==> src/hdl/dltq_pkg.sv <==
// Package: types, codes and constants for the delta list timer queue.
`default_nettype none
package dltq_pkg;
  localparam int unsigned TimerSlots = 16;
  localparam int unsigned SlotW = $clog2(TimerSlots);
  localparam int unsigned CountW = $clog2(TimerSlots + 1);
  localparam int unsigned DeltaW = 32;
  localparam int unsigned PeriodW = 10;
  localparam int unsigned IndexW = 4;
  localparam int unsigned FlagCount = 16;
  localparam int unsigned DivCntW = 6;

  typedef enum logic [1:0] {
    FUNC_SET   = 2'd0,
    FUNC_TICK  = 2'd1,
    FUNC_CHECK = 2'd2,
    FUNC_NONE  = 2'd3
  } func_t;

  typedef enum logic [3:0] {
    ST_IDLE,
    ST_DIV,
    ST_FULLCHK,
    ST_SEARCH,
    ST_SHIFT,
    ST_PLACE,
    ST_FIX,
    ST_TICK_DEC,
    ST_TICK_POP,
    ST_POP_SHIFT,
    ST_CHECK,
    ST_DONE
  } state_t;

  // Commands from controller to datapath.
  typedef struct packed {
    logic load_item;
    logic div_start;
    logic div_step;
    logic search_init;
    logic search_step;
    logic shift_init;
    logic shift_step;
    logic place;
    logic fix_next;
    logic head_dec;
    logic pop_flag;
    logic pop_init;
    logic pop_step;
    logic pop_done;
    logic check_flag;
    logic set_accept;
    logic clear_result;
    logic out_load;
  } dltq_cmd_t;

  // Status from datapath to controller.
  typedef struct packed {
    logic div_done;
    logic list_full;
    logic list_empty;
    logic search_stop;
    logic shift_done;
    logic has_next;
    logic head_zero;
    logic pop_shift_done;
  } dltq_stat_t;
endpackage
`default_nettype wire

==> src/hdl/dltq_ctrl.sv <==
// Controller state machine for the delta list timer queue.
`default_nettype none
module dltq_ctrl
  import dltq_pkg::*;
(
  input  wire logic       clk,
  input  wire logic       rst,
  input  wire logic       in_fire,
  input  wire func_t      func,
  input  wire logic       out_busy,
  input  wire dltq_stat_t stat,
  output logic            busy,
  output dltq_cmd_t       cmd
);
  state_t state, state_next;

  always_ff @(posedge clk) begin
    if (rst) state <= ST_IDLE;
    else     state <= state_next;
  end

  always_comb begin
    state_next = state;
    unique case (state)
      ST_IDLE: begin
        if (in_fire) begin
          unique case (func)
            FUNC_SET:   state_next = ST_DIV;
            FUNC_TICK:  state_next = ST_TICK_DEC;
            FUNC_CHECK: state_next = ST_CHECK;
            default:    state_next = ST_DONE;
          endcase
        end
      end
      ST_DIV:       if (stat.div_done) state_next = ST_FULLCHK;
      ST_FULLCHK:   state_next = stat.list_full ? ST_DONE : ST_SEARCH;
      ST_SEARCH:    if (stat.search_stop) state_next = ST_SHIFT;
      ST_SHIFT:     if (stat.shift_done) state_next = ST_PLACE;
      ST_PLACE:     state_next = stat.has_next ? ST_FIX : ST_DONE;
      ST_FIX:       state_next = ST_DONE;
      ST_TICK_DEC:  state_next = stat.list_empty ? ST_DONE : ST_TICK_POP;
      ST_TICK_POP:  state_next = (!stat.list_empty && stat.head_zero) ? ST_POP_SHIFT
                                                                       : ST_DONE;
      ST_POP_SHIFT: if (stat.pop_shift_done) state_next = ST_TICK_POP;
      ST_CHECK:     state_next = ST_DONE;
      ST_DONE:      if (!out_busy) state_next = ST_IDLE;
      default:      state_next = ST_IDLE;
    endcase
  end

  always_comb begin
    cmd  = '0;
    busy = (state != ST_IDLE);
    unique case (state)
      ST_IDLE: begin
        cmd.load_item    = in_fire;
        cmd.clear_result = in_fire;
        cmd.div_start    = in_fire && (func == FUNC_SET);
      end
      ST_DIV:     cmd.div_step = 1'b1;
      ST_FULLCHK: cmd.search_init = !stat.list_full;
      ST_SEARCH: begin
        cmd.search_step = !stat.search_stop;
        cmd.shift_init  = stat.search_stop;
      end
      ST_SHIFT:  cmd.shift_step = !stat.shift_done;
      ST_PLACE: begin
        cmd.place      = 1'b1;
        cmd.set_accept = 1'b1;
      end
      ST_FIX:      cmd.fix_next = 1'b1;
      ST_TICK_DEC: cmd.head_dec = !stat.list_empty;
      ST_TICK_POP: begin
        cmd.pop_flag = !stat.list_empty && stat.head_zero;
        cmd.pop_init = !stat.list_empty && stat.head_zero;
      end
      ST_POP_SHIFT: begin
        cmd.pop_step = !stat.pop_shift_done;
        cmd.pop_done = stat.pop_shift_done;
      end
      ST_CHECK: cmd.check_flag = 1'b1;
      ST_DONE:  cmd.out_load = !out_busy;
      default: ;
    endcase
  end
endmodule
`default_nettype wire

==> src/hdl/dltq_datapath.sv <==
// Datapath: divider, entry memories, list length and expiry flags.
`default_nettype none
module dltq_datapath
  import dltq_pkg::*;
(
  input  wire logic                clk,
  input  wire logic                rst,
  input  wire dltq_cmd_t           cmd,
  input  wire logic [PeriodW-1:0]  period,
  input  wire logic [IndexW-1:0]   timer_index,
  input  wire logic [DeltaW-1:0]   duration_ms,
  output dltq_stat_t               stat,
  output logic                     res_flag,
  output logic                     res_acc,
  output logic [CountW-1:0]        res_expired,
  output logic [CountW-1:0]        res_pending
);
  logic [IndexW-1:0]  ent_timer [TimerSlots];
  logic [DeltaW-1:0]  ent_delta [TimerSlots];
  logic [FlagCount-1:0] flags;
  logic [CountW-1:0]  len;
  logic [IndexW-1:0]  idx;
  // Restoring divider
  logic [DeltaW-1:0]  quo;
  logic [PeriodW-1:0] rem;
  logic [PeriodW-1:0] dvs;
  logic [DivCntW-1:0] dcnt;
  logic [PeriodW:0]   rem_sh;
  logic [PeriodW:0]   rem_sub;
  // Search
  logic [DeltaW:0]    prior_sum;
  logic [DeltaW:0]    total;
  logic [CountW-1:0]  pos;
  logic [CountW-1:0]  k;
  logic [DeltaW-1:0]  own;
  logic [SlotW-1:0]   pos_s;
  logic [SlotW-1:0]   k_s;
  logic [SlotW-1:0]   km1_s;
  logic [SlotW-1:0]   kp1_s;
  logic [SlotW-1:0]   posp1_s;

  assign pos_s   = pos[SlotW-1:0];
  assign k_s     = k[SlotW-1:0];
  assign km1_s   = k_s - SlotW'(1);
  assign kp1_s   = k_s + SlotW'(1);
  assign posp1_s = pos_s + SlotW'(1);
  assign total   = prior_sum + {1'b0, ent_delta[pos_s]};
  assign rem_sh  = {rem, quo[DeltaW-1]};
  assign rem_sub = rem_sh - {1'b0, dvs};
  assign own     = quo - prior_sum[DeltaW-1:0];

  assign stat.div_done       = (dcnt == '0);
  assign stat.list_full      = (len == CountW'(TimerSlots));
  assign stat.list_empty     = (len == '0);
  assign stat.search_stop    = (pos == len) || ({1'b0, quo} < total);
  assign stat.shift_done     = (k == pos);
  assign stat.has_next       = (pos < len);
  assign stat.head_zero      = (ent_delta[0] == '0);
  assign stat.pop_shift_done = (CountW'(k + CountW'(1)) >= len);

  always_ff @(posedge clk) begin
    if (cmd.load_item) begin
      idx <= timer_index;
      quo <= duration_ms;
      rem <= '0;
      dvs <= (period == '0) ? PeriodW'(1) : period;
    end
    if (cmd.div_start) dcnt <= DivCntW'(DeltaW);
    if (cmd.div_step && dcnt != '0) begin
      dcnt <= dcnt - DivCntW'(1);
      if (!rem_sub[PeriodW]) begin
        rem <= rem_sub[PeriodW-1:0];
        quo <= {quo[DeltaW-2:0], 1'b1};
      end else begin
        rem <= rem_sh[PeriodW-1:0];
        quo <= {quo[DeltaW-2:0], 1'b0};
      end
    end
    if (cmd.search_init) begin
      prior_sum <= '0;
      pos       <= '0;
    end
    if (cmd.search_step) begin
      prior_sum <= total;
      pos       <= pos + CountW'(1);
    end
    if (cmd.shift_init) k <= len;
    if (cmd.shift_step) begin
      ent_timer[k_s] <= ent_timer[km1_s];
      ent_delta[k_s] <= ent_delta[km1_s];
      k <= k - CountW'(1);
    end
    if (cmd.place) begin
      ent_timer[pos_s] <= idx;
      ent_delta[pos_s] <= own;
    end
    if (cmd.fix_next)
      ent_delta[posp1_s] <= ent_delta[posp1_s] - quo + prior_sum[DeltaW-1:0];
    if (cmd.head_dec && !stat.head_zero) ent_delta[0] <= ent_delta[0] - DeltaW'(1);
    if (cmd.pop_init) k <= '0;
    if (cmd.pop_step) begin
      ent_timer[k_s] <= ent_timer[kp1_s];
      ent_delta[k_s] <= ent_delta[kp1_s];
      k <= k + CountW'(1);
    end
  end

  always_ff @(posedge clk) begin
    if (rst) begin
      len         <= '0;
      flags       <= '0;
      res_flag    <= 1'b0;
      res_acc     <= 1'b0;
      res_expired <= '0;
    end else begin
      if (cmd.clear_result) begin
        res_flag    <= 1'b0;
        res_acc     <= 1'b0;
        res_expired <= '0;
      end
      if (cmd.set_accept) begin
        res_acc <= 1'b1;
        len     <= len + CountW'(1);
      end
      if (cmd.pop_flag) begin
        flags[ent_timer[0]] <= 1'b1;
        res_expired <= res_expired + CountW'(1);
      end
      if (cmd.pop_done) len <= len - CountW'(1);
      if (cmd.check_flag) begin
        res_flag   <= flags[idx];
        flags[idx] <= 1'b0;
      end
    end
  end

  assign res_pending = len;
endmodule
`default_nettype wire

==> src/hdl/delta_list_timer_queue.sv <==
// Top level: delta list one-shot timer queue with valid/ready channels.
// Flow: a set divides duration_ms by tick_period_ms, then searches, shifts and places
//   the entry and adjusts the next one if any; a set on a full list is refused; a tick
//   decrements the head, then pops each expired timer; set uses a 32-step divider.
// One transaction at a time; in_ready returns in the same cycle that out_valid rises.
// Reset: rst synchronous active high; empties the list, clears flags, tick_period_ms = 10.
`default_nettype none
module delta_list_timer_queue
  import dltq_pkg::*;
(
  input  wire logic              clk,
  input  wire logic              rst,
  input  wire logic              cfg_we,
  input  wire logic [PeriodW-1:0] cfg_wdata,
  input  wire logic              in_valid,
  output logic                   in_ready,
  input  wire logic [1:0]        func,
  input  wire logic [IndexW-1:0] timer_index,
  input  wire logic [DeltaW-1:0] duration_ms,
  output logic                   out_valid,
  input  wire logic              out_ready,
  output logic                   flag_value,
  output logic                   accepted,
  output logic [CountW-1:0]      expired_now,
  output logic [CountW-1:0]      pending_count
);
  logic [PeriodW-1:0] tick_period_ms;
  dltq_cmd_t  cmd;
  dltq_stat_t stat;
  logic busy;
  logic in_fire;
  logic out_busy;
  logic res_flag, res_acc;
  logic [CountW-1:0] res_expired, res_pending;

  // Config register; the user must write it only while idle; the block itself does not enforce this.
  always_ff @(posedge clk) begin
    if (rst)         tick_period_ms <= PeriodW'(10);
    else if (cfg_we) tick_period_ms <= cfg_wdata;
  end

  assign in_ready = !busy;
  assign in_fire  = in_valid && in_ready;
  // Output register is free if empty or being drained this cycle.
  assign out_busy = out_valid && !out_ready;

  dltq_ctrl u_ctrl (
    .clk(clk), .rst(rst), .in_fire(in_fire), .func(func_t'(func)),
    .out_busy(out_busy), .stat(stat), .busy(busy), .cmd(cmd)
  );

  dltq_datapath u_dp (
    .clk(clk), .rst(rst), .cmd(cmd), .period(tick_period_ms),
    .timer_index(timer_index), .duration_ms(duration_ms), .stat(stat),
    .res_flag(res_flag), .res_acc(res_acc), .res_expired(res_expired),
    .res_pending(res_pending)
  );

  // Result register.
  always_ff @(posedge clk) begin
    if (rst) begin
      out_valid <= 1'b0;
    end else if (cmd.out_load) begin
      out_valid <= 1'b1;
    end else if (out_ready) begin
      out_valid <= 1'b0;
    end
  end

  always_ff @(posedge clk) begin
    if (cmd.out_load) begin
      flag_value    <= res_flag;
      accepted      <= res_acc;
      expired_now   <= res_expired;
      pending_count <= res_pending;
    end
  end
endmodule
`default_nettype wire

==> config.mk <==
export PLATFORM = sky130hd
export DESIGN_NAME = delta_list_timer_queue
export DESIGN_NICKNAME = d
export VERILOG_FILES = /design/src/hdl/dltq_pkg.sv /design/src/hdl/dltq_ctrl.sv /design/src/hdl/dltq_datapath.sv /design/src/hdl/delta_list_timer_queue.sv
export SDC_FILE = /design/constraint.sdc
export NUM_CORES = 2
export LEC_CHECK = 0
export BUFFER_PORTS_ARGS = -buffer_cell sky130_fd_sc_hd__clkbuf_2
export CELL_PAD_IN_SITES_DETAIL_PLACEMENT = 1
export CELL_PAD_IN_SITES_GLOBAL_PLACEMENT = 2
export CORE_MARGIN = 3
export CORE_UTILIZATION = 30
export DETAILED_ROUTE_END_ITERATION = 7
export PLACE_DENSITY = 0.63
export SLEW_MARGIN = 5
export SYNTH_ARGS = -nofsm -noshare
export SYNTH_HDL_FRONTEND = slang
export SYNTH_SLANG_ARGS = --single-unit
==> constraint.sdc <==
create_clock -name clk -period 12.4 [get_ports clk]
set_input_delay 1.86 -clock clk [delete_from_list [all_inputs] [get_ports clk]]
set_output_delay 1.86 -clock clk [all_outputs]
set_load 0.02 [all_outputs]
---- Word level (Yosys, flattened, before mapping) ----
Memory sizes are Yosys's and may differ from the RTL's. A register that Yosys moved wholly into a read port is not among the register bits.
Cells that the tools add are included.
operators by class
  $add $sub $neg .......................... 16
  magnitude comparators ................... 7
  equal/unequal tests ..................... 22
  muxes and demuxes ....................... 84
  bitwise gates (word level) .............. 5
  reductions and logical operators ........ 41
operators by type and width
  operator                 count
  $mux W32                 6
  $reduce_or A32 Y1        3
  $mux W33                 2
  $sub A32 B32 Y32         2
  $mux W4                  15
  $mux W5                  10
  $mux W16                 3
  $pmux W4 S11             1
  $add A33 B32 Y33         1
  $lt A32 B33 Y1           1
  $add A32 B32 Y32         1
  $logic_not A32 Y1        1
  $mux W1                  32
  $sub A32 B1 Y32 const B  1
  $mux W10                 3
  $add A5 B1 Y5 const B    4
  $and A16 B16 Y16         1
  $eq A4 B3 Y1 const B     4
  $eq A4 B4 Y1 const B     4
  $not A16 Y16             1
  $or A16 B16 Y16          1
  $reduce_bool A2 Y1       8
  $mux W2                  6
  $mux W6                  2
  other kinds (34)         62
storage, ports and cells
  register bits ........................... 160
  RAM bits ................................ 576
  input bits .............................. 53
  word-level logic and storage cells ...... 197
  memories ................................ 2
memory list
  memory          words  width  read ports  clocked after Yosys merged registers in  write ports  RTL line             text
  u_dp.ent_delta  16     32     5           1                                        1            dltq_datapath.sv:19  logic [DeltaW-1:0] ent_delta [TimerSlots];
  u_dp.ent_timer  16     4      3           0                                        1            dltq_datapath.sv:18  logic [IndexW-1:0] ent_timer [TimerSlots];

---- Logic depth before layout (Yosys ltp) ----
  depth in word-level cells ............... 10
  gate-level depth with buffers ........... 26

---- Hierarchy ----
Synthesis repeated with hierarchy kept, for this count alone.
second synthesis, totals
  cell total of the unflattened synthesis .. 5670
  area, all modules ....................... 60873.4 um^2
by module, submodules not included
  module                  instances  cells an instance  area an instance (um^2)
  dltq_datapath           1          5537               59484.6
  delta_list_timer_queue  1          49                 765.7
  dltq_ctrl               1          84                 623.1

---- Worst setup path before layout ----
OpenSTA, ideal clock, no wires.
  path kind ............................... flip-flop to flip-flop
  start ................................... register (tool-made name)
  end ..................................... register u_dp.pos[0], enable pin
  arrival time ............................ 6.365 ns
  data required time ...................... 11.968 ns
  setup slack ............................. 5.603 ns
  stages on the path, launching flop included .. 23
  clock period less this slack ............ 6.797 ns
  path through ............................ dfxtp_1 > clkbuf_1 > buf_1 > mux4_2 > mux4_2 > ha_1 > nand4_1 > nor2_1 > o2111ai_1 > a211oi_1 > o211ai_1 > a21boi_0 > nor4_1 > a311oi_1 > ha_1 > o21a_1 > o21a_1 > o22ai_1 > nor2_1 > mux2_2 > o211ai_1 > and2_1 > inv_1
RTL lines
  what                  RTL line             text
  end signal, assigned  dltq_datapath.sv:85  pos <= pos + CountW'(1);
  end, declared         dltq_datapath.sv:33  logic [CountW-1:0] pos;

==> metrics.txt <==
status finished, final reports clean; Initial Utilization 0.3039; Port Buffers 66; vias in the first global route 34890; crit path DAT 8640 ps; GRT Total Usage 0.2050; global-route wire length before repair 255.1 mm; WS Path Type flip-flop to flip-flop; critical-path cell list buf_12 -> mux4_2 -> mux4_2 -> ha_1 -> nand4_1 -> nor2_1 -> o2111ai_1 -> a211oi_1 -> buf_4 -> o211ai_1 -> a21boi_0 -> nor4_1 -> a311oi_1 -> ha_1 -> o21a_1 -> o21a_1 -> o22ai_1 -> nor2_1 -> mux2_2 -> o211ai_1 -> buf_4 -> and2_1 -> inv_2 -> buf_4; die width 413.4 µm; class of the worst hold path flip-flop to flip-flop; CTS Buf Count 85; TritonCTS clock tree built; worst reg2reg path depth 24; Post-CTS Setup Inserts 0; Synth Cell Area 0.04980 mm²; Reg2Reg Setup Slack 4120 ps; DR vias 34200; Slew Limit Fails 0; #FFs+latches synth 740; hold path endpoint accepted$_DFFE_PP_; count of final hold-check violations 0; Routed WL 176.3 mm; distinct cell type count after synthesis 88; Most used DFF post-synth edfxtp_1; Post-Syn Instances 3469; layout cells sized above 1 0.3011; GRT overflow 0; most frequent CP cell buf_4; Buf/Inv on CP 5; final setup fails 0; nature of the critical path endpoint flip-flop; CP required 12760 ps; Top delay family on crit path compound AO/OA/AOI/OAI gates; crit path max fanout 80; routed length per placed instance 30.78 µm; max frequency 0.1208 GHz; largest net degree at the start of global routing 114; Die ar. 0.1709 mm²; syn_area_per_cell 14.36 µm²; reg-to-reg endpoint u_dp.prior_sum[6]$_SDFFCE_PN0N_; initial antenna violation count 2; Die Y 413.4 µm; Post-layout nets 3724; relative slew slack 0.1444; I/O pins 67; max incr delay on CP 890 ps; CTS-repair resized insts 0; Tmin final 8282 ps; RSZ-0062 raised after global routing no; Levels on crit path 24; Fill cells 17010; Hold Crit Depth 0; CTS root buffer clkbuf_16; min-delay src u_dp.res_acc$_SDFFE_PP0P_; Layout area overhead 12.46%; core region area 0.1639 mm²; drt drc 0; H-tree depth 3; EDFF count, synth 693; Sink Count 740; post-synthesis net count 3713; initial DRC count 3431; clock insertion delay at the later pin of the skew report 690 ps; CTS clock-pin slew for the worst setup and hold paths 60 ps; Vias/cell 5.972; clk_skew 28.73 ps; share of flip-flops with an asynchronous set or reset 0; Seq/Total Area, Yosys 0.4367; hold buffer count at CTS 0; CP max stage cell dfxtp_4; Least-Margin Pin Slew 1272 ps; max cap viols 0; drt pass-1 iters 5; Placer Congestion 0.8614; Final ANT Viol Nets 0; warnings from Yosys 0; row cnt 148; Post-DP HPWL 116.7 mm; fin crit share 0.6679; clock buffer depth 3; Worst setup SP type flip-flop; setup TNS 0 ps
layout make-up:
type	instances	area [µm²]	share of cell area
clock buffer	98	2250	0.04017
antenna	2	5.005	0.00008936
multi-input combinational	2301	26690	0.4765
sequential	740	21760	0.3886
inverter	190	718.2	0.01282
clock inverter	59	772.0	0.01378
timing repair buffer	162	1089	0.01944
tap	2175	2721	0.04859
worst register-to-register path, stage by stage (launching register included):
cell,delay (ps)
dfxtp_4,890
buf_12,510
mux4_2,620
mux4_2,550
ha_1,410
nand4_1,180
nor2_1,250
o2111ai_1,320
a211oi_1,390
buf_4,200
o211ai_1,110
a21boi_0,290
nor4_1,80
a311oi_1,400
ha_1,330
o21a_1,110
o21a_1,160
o22ai_1,230
nor2_1,100
mux2_2,280
o211ai_1,170
buf_4,520
and2_1,320
inv_2,190
buf_4,310
synth_stat cells, types with 6 or more instances:
master,n,area (µm²)
nor3_1,52,260.3
xor2_1,52,455.4
a21oi_1,158,790.8
o21a_1,22,165.2
fa_1,35,700.7
o21ai_0,93,465.5
nor2b_1,27,168.9
mux2_2,6,67.56
edfxtp_1,693,20810
nand4_1,7,43.79
buf_1,50,187.7
o22ai_1,11,68.82
and3_1,16,100.1
nor2_1,237,889.6
o31ai_1,16,120.1
o211ai_1,14,105.1
or3_1,11,68.82
nand2_1,246,923.4
o21bai_1,9,67.56
ha_1,156,1952
mux4_2,684,15400
and2_1,7,43.79
mux2i_1,39,390.4
a211o_1,8,70.07
inv_1,188,705.7
a211oi_1,37,277.8
dfxtp_1,47,940.9
xnor2_1,72,630.6
nor4_1,21,131.4
nand3_1,46,230.2
clkbuf_1,137,514.2
a311oi_1,15,131.4
o221ai_1,6,52.55
a21o_1,51,382.9
buf_2,51,255.2
a31oi_1,33,206.5
nand2b_1,16,100.1
sequential cells by signal, indices dropped and copies added (netlist names), 5 cells and up, named ones only:
signal,flops
expired_now,5
pending_count,5
tick_period_ms,10
u_dp.dcnt,6
u_dp.dvs,10
u_dp.ent_delta,512
u_dp.ent_timer,64
u_dp.flags,16
u_dp.k,5
u_dp.pos,5
u_dp.prior_sum,33
u_dp.quo,32
u_dp.rem,10
u_dp.res_expired,5
u_dp.res_pending,5
cells by family after synthesis:
| kind of cell | synth area share |
|---|---|
| AOI/OAI and AO/OA | 0.07057 |
| and+or+nand+nor | 0.06517 |
| DFF | 0.4367 |
| buffers and inverters | 0.03354 |
| xor gates and xnor gates | 0.02213 |
| muxes | 0.3185 |
| adders and majority gates | 0.05326 |
| other | 0.00007530 |
through the flow:
step | hold slack [ps] | std cells | util | worst slack, ps | cell area, µm²
global route | 456.1 | 5725 | 0.3417 | 3585 | 56000
CTS | 440.6 | 5725 | 0.3414 | 4095 | 55950
floorplan | 407.9 | 3469 | - | 5603 | 49800
detailed placement | 426.3 | 5568 | 0.3230 | 4121 | 52930
finish | 441.1 | 5727 | 0.3417 | 4118 | 56010
global placement | 416.4 | 5568 | 0.3230 | 4103 | 52930
layout by cell type, fill, tap and decap left out, drive strengths merged, types with 54 or more instances in the layout:
| cell | netlist | routed |
|---|---|---|
| nand2 | 246 | 246 |
| buf | 101 | 96 |
| ha | 156 | 156 |
| a21oi | 158 | 158 |
| inv | 189 | 196 |
| nor2 | 237 | 237 |
| edfxtp | 693 | 693 |
| o21ai | 93 | 93 |
| xnor2 | 73 | 73 |
| clkbuf | 137 | 164 |
| nor3 | 54 | 54 |
| mux4 | 684 | 684 |
worst max path at each step:
| stage | slack [ps] | to | start |
|---|---|---|---|
| 6_report | 4120 | u_dp.prior_sum[6]$_SDFFCE_PN0N_ | flip-flop |
| 5_1_grt | 3580 | u_dp.prior_sum[6]$_SDFFCE_PN0N_ | flip-flop |
| 4_1_cts | 4090 | u_dp.prior_sum[6]$_SDFFCE_PN0N_ | flip-flop |
| 3_5_place_dp | 4120 | u_dp.prior_sum[4]$_SDFFCE_PN0N_ | flip-flop |
| 3_3_place_gp | 4100 | u_dp.prior_sum[3]$_SDFFCE_PN0N_ | flip-flop |
| 2_1_floorplan | 5600 | u_dp.pos[0]$_DFFE_PN_ | flip-flop |
routing by layer:
metal  global-route usage  share of wire
met1               0.2891           0.43
met2               0.3236           0.46
met3              0.03807          0.080
met4              0.05560          0.025
met5                    0        0.00068
Power is left out: the tool's default activity adds up to more than one toggle a clock period on the data nets, which glitch-free logic cannot reach.
